$ cat config.mk
export PLATFORM = sky130hd
export DESIGN_NAME = periodic_one_shot_timer_table
export DESIGN_NICKNAME = d
export VERILOG_FILES = /design/src/sv/pott_pkg.sv /design/src/sv/pott_mem.sv /design/src/sv/pott_upd.sv /design/src/sv/periodic_one_shot_timer_table.sv
export SDC_FILE = /design/constraint.sdc
export NUM_CORES = 2
export LEC_CHECK = 0
export BUFFER_PORTS_ARGS = -buffer_cell sky130_fd_sc_hd__buf_2
export CAP_MARGIN = 20
export CELL_PAD_IN_SITES_DETAIL_PLACEMENT = 0
export CELL_PAD_IN_SITES_GLOBAL_PLACEMENT = 1
export CORE_ASPECT_RATIO = 0.5
export CORE_MARGIN = 5
export CORE_UTILIZATION = 45
export CTS_BUF_LIST = sky130_fd_sc_hd__clkbuf_4 sky130_fd_sc_hd__clkbuf_8 sky130_fd_sc_hd__clkbuf_16
export CTS_CLUSTER_SIZE = 40
export DETAILED_ROUTE_END_ITERATION = 16
export GPL_ROUTABILITY_DRIVEN = 0
export PLACE_DENSITY_LB_ADDON = 0.12
export SETUP_SLACK_MARGIN = 0.2
export SLEW_MARGIN = 25
export SYNTH_ARGS = -nofsm -noshare
export SYNTH_HDL_FRONTEND = slang
export SYNTH_SLANG_ARGS = --single-unit
$ cat constraint.sdc
create_clock -name i_clk -period 9.85 [get_ports i_clk]
set_input_delay 0.985 -clock i_clk [delete_from_list [all_inputs] [get_ports i_clk]]
set_output_delay 0.985 -clock i_clk [all_outputs]
set_load 0.01 [all_outputs]
$ cat src/sv/pott_pkg.sv
package pott_pkg;

    // Field widths fixed by the interface.
    localparam int ACT_W   = 2;
    localparam int ID_W    = 32;
    localparam int IVL_W   = 32;
    localparam int TIME_W  = 40;
    localparam int EV_W    = 2;
    localparam int ST_W    = 2;
    localparam int CNT_W   = 5;

    // Default table depth.
    localparam int MAX_ENTRIES_DEF = 16;

    // Request action codes.
    localparam logic [ACT_W-1:0] ACT_ADD    = 2'd0;
    localparam logic [ACT_W-1:0] ACT_REMOVE = 2'd1;
    localparam logic [ACT_W-1:0] ACT_TICK   = 2'd2;

    // Result event codes.
    localparam logic [EV_W-1:0] EV_FIRED       = 2'd0;
    localparam logic [EV_W-1:0] EV_ADD_DONE    = 2'd1;
    localparam logic [EV_W-1:0] EV_REMOVE_DONE = 2'd2;
    localparam logic [EV_W-1:0] EV_TICK_DONE   = 2'd3;

    // Result status codes.
    localparam logic [ST_W-1:0] ST_OK        = 2'd0;
    localparam logic [ST_W-1:0] ST_FULL      = 2'd1;
    localparam logic [ST_W-1:0] ST_NOT_FOUND = 2'd2;

    // One stored timer entry, as one memory word.
    typedef struct packed {
        logic [ID_W-1:0]   ident;
        logic              is_periodic;
        logic              enabled;
        logic              delete_flag;
        logic [IVL_W-1:0]  interval;
        logic [TIME_W-1:0] next_time;
    } t_entry;

    // Decision for one entry visited by a walk.
    typedef struct packed {
        logic              fire;
        logic              drop;
        logic              keep;
        t_entry            wdata;
        logic [TIME_W-1:0] next_time;
    } t_upd;

    // Time plus interval, saturating at the top of the time range.
    function automatic logic [TIME_W-1:0] sat_add(input logic [TIME_W-1:0] a,
                                                  input logic [IVL_W-1:0] b);
        logic [TIME_W:0] s;
        s = {1'b0, a} + {{(TIME_W + 1 - IVL_W){1'b0}}, b};
        return s[TIME_W] ? {TIME_W{1'b1}} : s[TIME_W-1:0];
    endfunction

endpackage

$ cat src/sv/pott_mem.sv
module pott_mem #(
    parameter int DEPTH = pott_pkg::MAX_ENTRIES_DEF,
    parameter int AW    = 4
) (
    input  logic                   i_clk,
    input  logic                   i_rd_en,
    input  logic [AW-1:0]          i_rd_addr,
    output pott_pkg::t_entry       o_rd_data,
    input  logic                   i_wr_en,
    input  logic [AW-1:0]          i_wr_addr,
    input  pott_pkg::t_entry       i_wr_data
);

    pott_pkg::t_entry mem [DEPTH];
    pott_pkg::t_entry r_rd_data;

    // Write port.
    always_ff @(posedge i_clk) begin
        if (i_wr_en) begin
            mem[i_wr_addr] <= i_wr_data;
        end
    end

    // Registered read port; the data holds until the next read.
    always_ff @(posedge i_clk) begin
        if (i_rd_en) begin
            r_rd_data <= mem[i_rd_addr];
        end
    end

    assign o_rd_data = r_rd_data;

endmodule

$ cat src/sv/pott_upd.sv
module pott_upd (
    input  logic                          i_remove,
    input  logic                          i_found,
    input  logic [pott_pkg::ID_W-1:0]     i_job_id,
    input  logic [pott_pkg::TIME_W-1:0]   i_now,
    input  pott_pkg::t_entry              i_entry,
    output pott_pkg::t_upd                o_upd
);

    logic                          match;
    logic                          due;
    logic [pott_pkg::TIME_W-1:0]   resched;

    assign match   = !i_found && (i_entry.ident == i_job_id);
    assign due     = i_entry.enabled && (i_entry.next_time != '0) &&
                     (i_entry.next_time <= i_now);
    assign resched = pott_pkg::sat_add(i_now, i_entry.interval);

    // Decide whether the entry fires, is dropped, or is written back.
    always_comb begin
        o_upd.fire      = 1'b0;
        o_upd.drop      = 1'b0;
        o_upd.keep      = 1'b1;
        o_upd.wdata     = i_entry;
        o_upd.next_time = '0;
        if (i_remove) begin
            // The first matching entry is removed; the rest shift down.
            o_upd.drop = match;
            o_upd.keep = !match;
        end else if (due) begin
            o_upd.fire = 1'b1;
            if (i_entry.is_periodic) begin
                o_upd.wdata.next_time = resched;
                o_upd.next_time       = resched;
            end else if (i_entry.delete_flag) begin
                o_upd.drop = 1'b1;
                o_upd.keep = 1'b0;
            end else begin
                o_upd.wdata.enabled   = 1'b0;
                o_upd.wdata.next_time = '0;
            end
        end
    end

endmodule

$ cat src/sv/periodic_one_shot_timer_table.sv
// Channel   Direction  Handshake                  Payload
// request   in         i_in_valid / o_in_ready    action, job_id, periodic, interval,
//                                                 at_time, delete_after_fire, now
// result    out        o_out_valid / i_out_ready  event_res, status, fired_id,
//                                                 next_time, entries_in_use, last
//
// An add writes the new entry in the S_ADD state. A remove or a tick walks the N entries
// in use: every entry takes a memory read (S_RD) and an evaluate/write-back step (S_EV)
// on the single-port-pair table memory.
// Reset clears the entry count and the control state; the table memory is not cleared.
// A request is taken only when the sequencer is idle. A pending result that is not
// taken stalls an add, the walk at the next entry that fires, or the final result.
module periodic_one_shot_timer_table #(
    parameter int MAX_ENTRIES = pott_pkg::MAX_ENTRIES_DEF
) (
    input  logic                            i_clk,
    input  logic                            i_rst_n,
    input  logic                            i_in_valid,
    output logic                            o_in_ready,
    input  logic [pott_pkg::ACT_W-1:0]      i_action,
    input  logic [pott_pkg::ID_W-1:0]       i_job_id,
    input  logic                            i_periodic,
    input  logic [pott_pkg::IVL_W-1:0]      i_interval,
    input  logic [pott_pkg::TIME_W-1:0]     i_at_time,
    input  logic                            i_delete_after_fire,
    input  logic [pott_pkg::TIME_W-1:0]     i_now,
    output logic                            o_out_valid,
    input  logic                            i_out_ready,
    output logic [pott_pkg::EV_W-1:0]       o_event_res,
    output logic [pott_pkg::ST_W-1:0]       o_status,
    output logic [pott_pkg::ID_W-1:0]       o_fired_id,
    output logic [pott_pkg::TIME_W-1:0]     o_next_time,
    output logic [pott_pkg::CNT_W-1:0]      o_entries_in_use,
    output logic                            o_last
);

    localparam int CW = $clog2(MAX_ENTRIES + 1);
    localparam int AW = (MAX_ENTRIES > 1) ? $clog2(MAX_ENTRIES) : 1;

    localparam logic [2:0] S_IDLE = 3'd0;
    localparam logic [2:0] S_ADD  = 3'd1;
    localparam logic [2:0] S_RD   = 3'd2;
    localparam logic [2:0] S_EV   = 3'd3;
    localparam logic [2:0] S_FIN  = 3'd4;

    // Sequencer and table bookkeeping.
    logic [2:0]                     r_state, n_state;
    logic [CW-1:0]                  r_count, n_count;
    logic [CW-1:0]                  r_rd, n_rd;
    logic [CW-1:0]                  r_wr, n_wr;
    logic [CW-1:0]                  r_end, n_end;
    logic                           r_found, n_found;

    // Captured request.
    logic [pott_pkg::ACT_W-1:0]     r_action;
    logic [pott_pkg::ID_W-1:0]      r_job_id;
    logic                           r_periodic;
    logic [pott_pkg::IVL_W-1:0]     r_interval;
    logic [pott_pkg::TIME_W-1:0]    r_at_time;
    logic                           r_delete;
    logic [pott_pkg::TIME_W-1:0]    r_now;

    // Result register.
    logic                           r_o_valid;
    logic [pott_pkg::EV_W-1:0]      r_o_event;
    logic [pott_pkg::ST_W-1:0]      r_o_status;
    logic [pott_pkg::ID_W-1:0]      r_o_id;
    logic [pott_pkg::TIME_W-1:0]    r_o_next;
    logic [pott_pkg::CNT_W-1:0]     r_o_count;
    logic                           r_o_last;

    logic                           load;
    logic [pott_pkg::EV_W-1:0]      ld_event;
    logic [pott_pkg::ST_W-1:0]      ld_status;
    logic [pott_pkg::ID_W-1:0]      ld_id;
    logic [pott_pkg::TIME_W-1:0]    ld_next;
    logic                           ld_last;
    logic [CW+pott_pkg::CNT_W-1:0]  cnt_ext;

    logic                           in_acc;
    logic                           out_free;
    logic                           is_remove;
    logic                           full;

    logic                           mem_re;
    logic                           mem_we;
    logic [AW-1:0]                  mem_waddr;
    pott_pkg::t_entry               mem_wdata;
    pott_pkg::t_entry               mem_rdata;
    pott_pkg::t_entry               add_entry;
    pott_pkg::t_upd                 upd;

    assign o_in_ready = (r_state == S_IDLE);
    assign in_acc     = i_in_valid && o_in_ready;
    assign out_free   = !r_o_valid || i_out_ready;
    assign is_remove  = (r_action == pott_pkg::ACT_REMOVE);
    assign full       = (r_count >= CW'(MAX_ENTRIES));

    // Entry built by an add.
    always_comb begin
        add_entry.ident       = r_job_id;
        add_entry.is_periodic = r_periodic;
        add_entry.enabled     = 1'b1;
        add_entry.delete_flag = r_delete;
        add_entry.interval    = r_interval;
        add_entry.next_time   = '0;
        if (r_periodic) begin
            add_entry.next_time = pott_pkg::sat_add(r_now, r_interval);
        end else if (r_at_time > r_now) begin
            add_entry.next_time = r_at_time;
        end else begin
            add_entry.enabled = 1'b0;
        end
    end

    pott_mem #(
        .DEPTH (MAX_ENTRIES),
        .AW    (AW)
    ) u_mem (
        .i_clk     (i_clk),
        .i_rd_en   (mem_re),
        .i_rd_addr (r_rd[AW-1:0]),
        .o_rd_data (mem_rdata),
        .i_wr_en   (mem_we),
        .i_wr_addr (mem_waddr),
        .i_wr_data (mem_wdata)
    );

    pott_upd u_upd (
        .i_remove (is_remove),
        .i_found  (r_found),
        .i_job_id (r_job_id),
        .i_now    (r_now),
        .i_entry  (mem_rdata),
        .o_upd    (upd)
    );

    // Sequencer: add, or walk the table with a read and a write pointer.
    always_comb begin
        n_state   = r_state;
        n_count   = r_count;
        n_rd      = r_rd;
        n_wr      = r_wr;
        n_end     = r_end;
        n_found   = r_found;
        mem_re    = 1'b0;
        mem_we    = 1'b0;
        mem_waddr = r_wr[AW-1:0];
        mem_wdata = upd.wdata;
        load      = 1'b0;
        ld_event  = pott_pkg::EV_TICK_DONE;
        ld_status = pott_pkg::ST_OK;
        ld_id     = '0;
        ld_next   = '0;
        ld_last   = 1'b0;
        case (r_state)
            S_IDLE: begin
                if (in_acc) begin
                    n_rd    = '0;
                    n_wr    = '0;
                    n_end   = r_count;
                    n_found = 1'b0;
                    if (i_action == pott_pkg::ACT_ADD) begin
                        n_state = S_ADD;
                    end else if ((i_action inside {pott_pkg::ACT_REMOVE, pott_pkg::ACT_TICK})
                                 && r_count != '0) begin
                        n_state = S_RD;
                    end else begin
                        n_state = S_FIN;
                    end
                end
            end
            S_ADD: begin
                if (out_free) begin
                    load     = 1'b1;
                    ld_event = pott_pkg::EV_ADD_DONE;
                    ld_id    = r_job_id;
                    ld_last  = 1'b1;
                    if (full) begin
                        ld_status = pott_pkg::ST_FULL;
                    end else begin
                        mem_we    = 1'b1;
                        mem_waddr = r_count[AW-1:0];
                        mem_wdata = add_entry;
                        n_count   = r_count + 1'b1;
                        ld_next   = add_entry.next_time;
                    end
                    n_state = S_IDLE;
                end
            end
            S_RD: begin
                mem_re  = 1'b1;
                n_state = S_EV;
            end
            S_EV: begin
                // A firing entry waits here until the result register is free.
                if (!upd.fire || out_free) begin
                    if (upd.keep) begin
                        mem_we = 1'b1;
                        n_wr   = r_wr + 1'b1;
                    end
                    if (upd.drop) begin
                        n_count = r_count - 1'b1;
                        n_found = 1'b1;
                    end
                    if (upd.fire) begin
                        load     = 1'b1;
                        ld_event = pott_pkg::EV_FIRED;
                        ld_id    = mem_rdata.ident;
                        ld_next  = upd.next_time;
                    end
                    n_rd    = r_rd + 1'b1;
                    n_state = (n_rd == r_end) ? S_FIN : S_RD;
                end
            end
            S_FIN: begin
                if (out_free) begin
                    load    = 1'b1;
                    ld_last = 1'b1;
                    if (is_remove) begin
                        ld_event  = pott_pkg::EV_REMOVE_DONE;
                        ld_id     = r_job_id;
                        ld_status = r_found ? pott_pkg::ST_OK : pott_pkg::ST_NOT_FOUND;
                    end
                    n_state = S_IDLE;
                end
            end
            default: begin
                n_state = S_IDLE;
            end
        endcase
    end

    assign cnt_ext = {{pott_pkg::CNT_W{1'b0}}, n_count};

    // Control registers.
    always_ff @(posedge i_clk) begin
        if (!i_rst_n) begin
            r_state   <= S_IDLE;
            r_count   <= '0;
            r_rd      <= '0;
            r_wr      <= '0;
            r_end     <= '0;
            r_found   <= 1'b0;
            r_o_valid <= 1'b0;
        end else begin
            r_state <= n_state;
            r_count <= n_count;
            r_rd    <= n_rd;
            r_wr    <= n_wr;
            r_end   <= n_end;
            r_found <= n_found;
            if (load) begin
                r_o_valid <= 1'b1;
            end else if (i_out_ready) begin
                r_o_valid <= 1'b0;
            end
        end
    end

    // Request capture.
    always_ff @(posedge i_clk) begin
        if (in_acc) begin
            r_action   <= i_action;
            r_job_id   <= i_job_id;
            r_periodic <= i_periodic;
            r_interval <= i_interval;
            r_at_time  <= i_at_time;
            r_delete   <= i_delete_after_fire;
            r_now      <= i_now;
        end
    end

    // Result payload.
    always_ff @(posedge i_clk) begin
        if (load) begin
            r_o_event  <= ld_event;
            r_o_status <= ld_status;
            r_o_id     <= ld_id;
            r_o_next   <= ld_next;
            r_o_count  <= cnt_ext[pott_pkg::CNT_W-1:0];
            r_o_last   <= ld_last;
        end
    end

    assign o_out_valid      = r_o_valid;
    assign o_event_res      = r_o_event;
    assign o_status         = r_o_status;
    assign o_fired_id       = r_o_id;
    assign o_next_time      = r_o_next;
    assign o_entries_in_use = r_o_count;
    assign o_last           = r_o_last;

    // The table never holds more entries than it has room for.
    a_count_bound: assert property (@(posedge i_clk) disable iff (!i_rst_n)
        r_count <= CW'(MAX_ENTRIES))
        else $error("entry count exceeds table depth");

    // Compaction writes never run ahead of the read pointer.
    a_wr_behind_rd: assert property (@(posedge i_clk) disable iff (!i_rst_n)
        r_state == S_EV |-> r_wr <= r_rd)
        else $error("write pointer passed read pointer");

    // Only an add or a walk step changes the entry count.
    a_count_stable: assert property (@(posedge i_clk) disable iff (!i_rst_n)
        (r_state != S_ADD && r_state != S_EV) |=> r_count == $past(r_count))
        else $error("entry count changed outside add or walk");

    // A fired result is never the final result of a request.
    a_fired_not_last: assert property (@(posedge i_clk) disable iff (!i_rst_n)
        o_out_valid && o_event_res == pott_pkg::EV_FIRED |-> !o_last)
        else $error("fired result marked last");

endmodule

# ---- Yosys cells after proc, flatten, opt, wreduce, memory -nomap -nowiden
# Memory sizes are Yosys's and may differ from the RTL's. A register that Yosys moved wholly into a read port is not among the register bits.
# Cells that the tools add are included.
dict set report op_classes {
  n_lt_le_gt_ge 3
  eq_ne 14
  n_addsub 6
  reduce_logical 24
  n_mux 85
}
# operator count
set ops {}
lappend ops {{two-way mux 40 bit} 11}
lappend ops {{two-way mux 107 bit} 3}
lappend ops {{two-way mux 32 bit} 5}
lappend ops {{two-way mux 80 bit} 2}
lappend ops {{one-hot mux 32 bit (3 select lines)} 1}
lappend ops {{adder 40 x 32 -> 41 bit} 2}
lappend ops {{one-hot mux 40 bit (2 select lines)} 1}
lappend ops {{greater-than comparator 40 bit} 1}
lappend ops {{<= comparator 40 bit} 1}
lappend ops {{two-way mux 5 bit} 8}
lappend ops {{nonzero test 40 bit} 1}
lappend ops {{equality test 32 bit} 1}
lappend ops {{one-hot mux 5 bit (2 select lines)} 3}
lappend ops {{two-way mux 1 bit} 26}
lappend ops {{two-way mux 3 bit} 7}
lappend ops {{two-way mux 2 bit} 9}
lappend ops {{adder 5 x 1 -> 5 bit (second input constant)} 3}
lappend ops {{two-way mux 4 bit} 3}
lappend ops {{one-hot mux 3 bit (4 select lines)} 1}
lappend ops {{!= test 2 x 1 -> 1 bit (second input constant)} 4}
lappend ops {{AND reduction 4 bit} 2}
lappend ops {{equality test 3 x 2 -> 1 bit (second input constant)} 2}
lappend ops {{one-hot mux 1 bit (2 select lines)} 3}
lappend ops {{one-hot mux 2 bit (3 select lines)} 1}
lappend ops {{other kinds (19)} 31}
dict set report word_totals {
  register_bits 255
  inputBits 152
  n_memories 1
  output_inout_bits 84
  word_cells 153
  mem_bits_rw 1712
}
# memory depth width read_ports rd_ports_with_merged_regs write_ports line
set memory_table {}
lappend memory_table {u_mem.mem 16 107 1 1 1 pott_mem.sv:14} ;# pott_pkg::t_entry mem [DEPTH];

# ---- Depth between registers and ports, before layout
dict set report depth {
  depth_word 11
  mapped_depth 13
  ltp_nobuf 11
}

# ---- Modules after synthesis
# Synthesis repeated with hierarchy kept, for this count alone.
dict set report hier_totals {
  cells_unflattened 4795
  area_unflattened_um2 86216.4
}
# module n_inst area_per_inst_um2 seq_area_each_um2 cells_each
set modules_own_cells {}
lappend modules_own_cells {pott_mem 1 67433.4 54622.4 2738}
lappend modules_own_cells {periodic_one_shot_timer_table 1 14002.2 7387.1 1383}
lappend modules_own_cells {pott_upd 1 4780.8 0.0 674}

# ---- Worst setup path after synthesis
# Ideal clock, no wire load.
dict set report synth_path {
  kind {register to register}
  startpoint {register r_state[1]}
  endpoint {register, netlist name u_mem.o_rd_data[0]}
  setup_slack_ns 0.526
  arrival_time_ns 8.599
  required_time_ns 9.125
  setup_time_ns 0.725
  path_buffers 2
  synth_period_minus_slack_ns 9.324
  stages_incl_launch_ff 4
  path_cell_list {dfxtp_1 -> clkbuf_1 -> clkbuf_1 -> nor3b_1}
}
dict set report synth_between {
  elab_chain_len 2
}
# element line
set synth_lines {}
lappend synth_lines {{start, declared} periodic_one_shot_timer_table.sv:47} ;# logic [2:0] r_state, n_state;
lappend synth_lines {{start signal, assigned} periodic_one_shot_timer_table.sv:247} ;# r_state <= n_state;
lappend synth_lines {{equality test 3 x 2 -> 1 bit} periodic_one_shot_timer_table.sv:156} ;# case (r_state)
lappend synth_lines {{two-way mux 1 bit} periodic_one_shot_timer_table.sv:156}
# Every way passes these cells.
# A chain may end at the register's enable or synchronous reset.

# ---- Final worst setup path
dict set report layout_path {
  startpoint {register r_now[32] (netlist name)}
  endpoint {memory u_mem.mem[7][30] (netlist name), enable pin}
}
dict set report layout_between {
  elab_chain_len 10
  word_cells_on_any_way 12
  classes_between {order compare: 1; mux: 8; reduce/logical: 3}
}
# element line
set layout_lines {}
lappend layout_lines {{start, declared} periodic_one_shot_timer_table.sv:61} ;# logic [pott_pkg::TIME_W-1:0] r_now;
lappend layout_lines {{start signal, assigned} periodic_one_shot_timer_table.sv:270} ;# r_now <= i_now;
lappend layout_lines {{<= comparator 40 bit *} pott_upd.sv:16} ;# (i_entry.next_time <= i_now);
lappend layout_lines {{logical AND 1 bit *} pott_upd.sv:15} ;# assign due = i_entry.enabled && (i_entry.next_time != '0) &&
lappend layout_lines {{two-way mux 3 bit *} pott_upd.sv:30} ;# end else if (due) begin
lappend layout_lines {{two-way mux 1 bit} pott_upd.sv:26} ;# if (i_remove) begin
lappend layout_lines {{zero test 1 bit} periodic_one_shot_timer_table.sv:197} ;# if (!upd.fire || out_free) begin
lappend layout_lines {{logical OR 1 bit} periodic_one_shot_timer_table.sv:197}
lappend layout_lines {{two-way mux 1 bit *} periodic_one_shot_timer_table.sv:197}
lappend layout_lines {{one-hot mux 1 bit (2 select lines) *} periodic_one_shot_timer_table.sv:156}
lappend layout_lines {{two-way mux 1 bit *} pott_mem.sv:19} ;# if (i_wr_en) begin
lappend layout_lines {{two-way mux 1 bit (not written as such) *} pott_mem.sv:20} ;# mem[i_wr_addr] <= i_wr_data;
lappend layout_lines {{end, declared} pott_mem.sv:14}
# Every way passes the cells marked *; elsewhere a longest branch is shown, timed or not.

==> flow_summary.json <==
{
  "crit_type": "register to register",
  "slew_headroom_pct": 26.24,
  "crit_fanout": 31,
  "min_path_cells": 1,
  "finalSetupViolCount": 0,
  "holdCritStartpoint": "i_job_id[28]",
  "drv_cap": 0,
  "power.leakage_nw": 31.20,
  "netlist_area_um2": 85740,
  "cts_root_buf": "clkbuf_16",
  "r2r-end": "u_mem.mem[7][30]",
  "worstSetupEndpointType": "register",
  "wl_per_cell_um": 31.40,
  "finalCritPeriodShare_pct": 55.78,
  "grt_usage_pct": 24.98,
  "vias": 48960,
  "rsz0062_at_grt": "false",
  "synth-main-ff-cell": "edfxtp_1",
  "yosys.area.top_type": "edfxtp_1",
  "rrSetupSlack_ns": 4.36,
  "clk_path_buf_depth": 4,
  "synth_cell_types": 89,
  "grt_max_degree": 129,
  "worstPathCellList": "inv_1 > ha_1 > nand4_2 > nor4_4 > nand3_1 > a21oi_1 > nor4_4 > o21ai_1 > and2_1 > a32oi_1 > nor2_4 > buf_4 > buf_4",
  "ys.warnings.count": 0,
  "worst_ep_arrival_time_ns": 5.93,
  "postCtsResizedCells": 0,
  "fin_nets": 5719,
  "max-vdd-ir-drop_uv": 132.3,
  "core_um2": 189600,
  "antenna_left": 0,
  "grt-ovfl-total": 0,
  "dr.pass1.iters": 5,
  "cp.required_ns": 10.29,
  "drc": 0,
  "r2r-start": "r_now[32]",
  "crit_slowest_cell": "buf_4",
  "fin_crit_ns": 5.494,
  "htreeDepth": 4,
  "postCtsHoldBufs": 0,
  "drt_wl_total_um": 254100,
  "async_flop_share_pct": 0,
  "num_rows": 113,
  "clk-insertion-delay-late_ns": 0.85,
  "status": "finished, final reports clean",
  "power_density_nw_per_um2": 203.6,
  "slowest_delay_ns": 0.65,
  "cts_tree": "built",
  "synth_edf_count": 2049,
  "die_y_um": 318.7,
  "worst-path-buf-inv": 3,
  "setup_tns_ns": 0,
  "synth_top_area_share_pct": 71.76,
  "antenna_found_initial": 4,
  "ys_ff_latch": 2073,
  "dpl_cell_area_um2": 90300,
  "drt_iter0_drc": 4773,
  "clock_sinks": 2073,
  "design_area_um2": 96490,
  "die_w_um": 627.3,
  "min_to": "r_job_id[28]",
  "rr_worst_depth": 13,
  "area_delta_synth_final_pct": 12.53,
  "ys_seq_area_share_pct": 72.32,
  "drive_gt1_share_pct": 18.62,
  "clock.fmax_ghz": 0.1820,
  "worst_pin_slew_ns": 1.106,
  "cts_buffers": 192,
  "yosys-top-cells-area": "edfxtp_1 72%, mux4_2 5.6%, mux2i_1 3.9%, ha_1 2.2%, nand2_1 1.9%",
  "syn_inst": 5124,
  "syn_avg_cell_area_um2": 16.73,
  "worstHoldPathType": "input port to register",
  "grt_pass1_wl_um": 360200,
  "postCtsSetupBuffers": 0,
  "io_pins": 236,
  "syn_nets": 5428,
  "clkTransAtPathRegs_ns": 0.07,
  "start_util_pct": 45.22,
  "finalMaxSlewViolations": 0,
  "port_buffers": 235,
  "finClkSkew_ns": 0.06183,
  "crit_family": "simple AND/OR/NAND/NOR gates",
  "die_area_um2": 199900,
  "start_kind": "register",
  "grt_pass1_vias": 48610,
  "hold_viol_final": 0,
  "routed_via_density": 6.050,
  "hpwl_um": 153400
}
## through the flow
stage          utilization, %  worst slack, ns  total power [W]  hold slack [ns]  instances
2_1_floorplan               -           0.5257          0.01155           0.4478       5124
3_3_place_gp            47.54            4.373          0.01235           0.4624       7736
3_5_place_dp            47.63            4.391          0.01239           0.4682       7747
4_1_cts                 50.85            4.431          0.01979           0.2415       8085
5_1_grt                 50.89            4.068          0.02034           0.2561       8089
6_report                50.89            4.356          0.01964           0.3071       8092
## report_power, final
part	internal [W]	total [W]	leakage, nW	switching (W)
registers	0.0102	0.0104	18.8	0.000197
logic	0.000529	0.00182	9.40	0.00129
clock network	0.00416	0.00744	3.04	0.00327
total	0.0149	0.0196	31.2	0.00476
## per-layer routing
layer	track usage [%]	share of wire (%)
met2	40.74	48
met1	35.49	43
met4	5.951	2.4
met3	3.903	6.1
met5	0	0.0094
## logic make-up after synthesis
family | Yosys count | share of synthesized area (%)
flops | 2073 | 72.32
compound gates | 1050 | 8.025
simple gates | 777 | 4.016
mux | 651 | 10.88
buf+inv | 321 | 1.502
fa+ha+maj | 152 | 2.236
xor+xnor | 100 | 1.021
## registers in the layout, summed over array words and instances, names as in the netlist
signal            flops
o_next_time          40
o_event_res           2
r_job_id             32
o_fired_id           32
u_mem.o_rd_data     107
r_rd                  5
r_now                40
o_last                1
r_count               5
r_delete              1
r_action              2
r_periodic            1
r_wr                  4
u_mem.mem          1712
r_end                 5
o_entries_in_use      5
o_status              2
r_interval           32
r_state               3
r_found               1
o_out_valid           1
r_at_time            40
## how the worst max path moves through the flow
stage,from,to,slack (ns),cells after the start
after floorplan,r_state[1],u_mem.o_rd_data[0],0.53,3
after global placement,i_out_ready,u_mem.mem[15][82],4.37,9
after detailed placement,i_out_ready,u_mem.mem[13][28],4.39,10
after CTS,r_now[32],u_mem.mem[13][38],4.43,13
after global routing,r_now[32],u_mem.mem[13][38],4.07,13
final,r_now[32],u_mem.mem[7][30],4.36,13
## layout make-up
cell class / instances / area, µm²
Clock buffer: 233 / 5196
Clock inverter: 105 / 918.4
Multi-Input combinational cell: 2730 / 22670
Antenna cell: 3 / 7.507
Tap cell: 2530 / 3166
Fill cell: 15550 / 93110
Inverter: 69 / 266.5
Sequential cell: 2073 / 62020
Timing Repair Buffer: 349 / 2240
## cell usage after synthesis (5+ instances only)
master / n
edfxtp_1: 2049
nand2_1: 433
mux2i_1: 330
o21ai_0: 290
a21oi_1: 243
mux4_2: 214
clkbuf_1: 177
ha_1: 150
nor2_1: 136
a22oi_1: 119
a221oi_1: 108
mux2_2: 107
xnor2_1: 69
inv_1: 67
a21o_1: 47
buf_1: 36
a22o_1: 34
nand3_1: 34
buf_2: 33
nor3_1: 33
nand4_1: 32
xor2_1: 31
o21bai_1: 26
dfxtp_1: 24
o211ai_1: 23
a211o_1: 20
a31oi_1: 20
o21ai_1: 19
a211oi_1: 18
nor4_1: 17
nor2b_1: 15
o21a_1: 14
nand2b_1: 13
and2_1: 12
and3_1: 12
or3_1: 9
o31ai_1: 8
nand3b_1: 7
a211oi_2: 5
a221o_1: 5
buf_6: 5
## cell usage in the layout (no fill, tap or decap), types with 14 or more instances in the layout
master,count
edfxtp_1,2049
nand2_1,430
mux2i_1,330
o21ai_0,290
a21oi_1,242
buf_2,237
mux4_2,214
clkbuf_16,195
ha_1,150
nor2_1,120
a22oi_1,119
a221oi_1,108
mux2_2,107
buf_4,95
xnor2_1,69
inv_1,67
a21o_1,47
clkinv_1,46
clkbuf_4,35
nand3_1,34
a22o_1,34
nand4_1,32
nor3_1,32
xor2_1,31
clkinv_2,28
o21bai_1,26
o211ai_1,23
a211o_1,20
a31oi_1,20
dfxtp_1,20
o21ai_1,19
a211oi_1,18
nor4_1,16
nor2_4,16
bufinv_16,16
nor2b_1,14
Note: power is estimated with default switching activity, not from simulation.
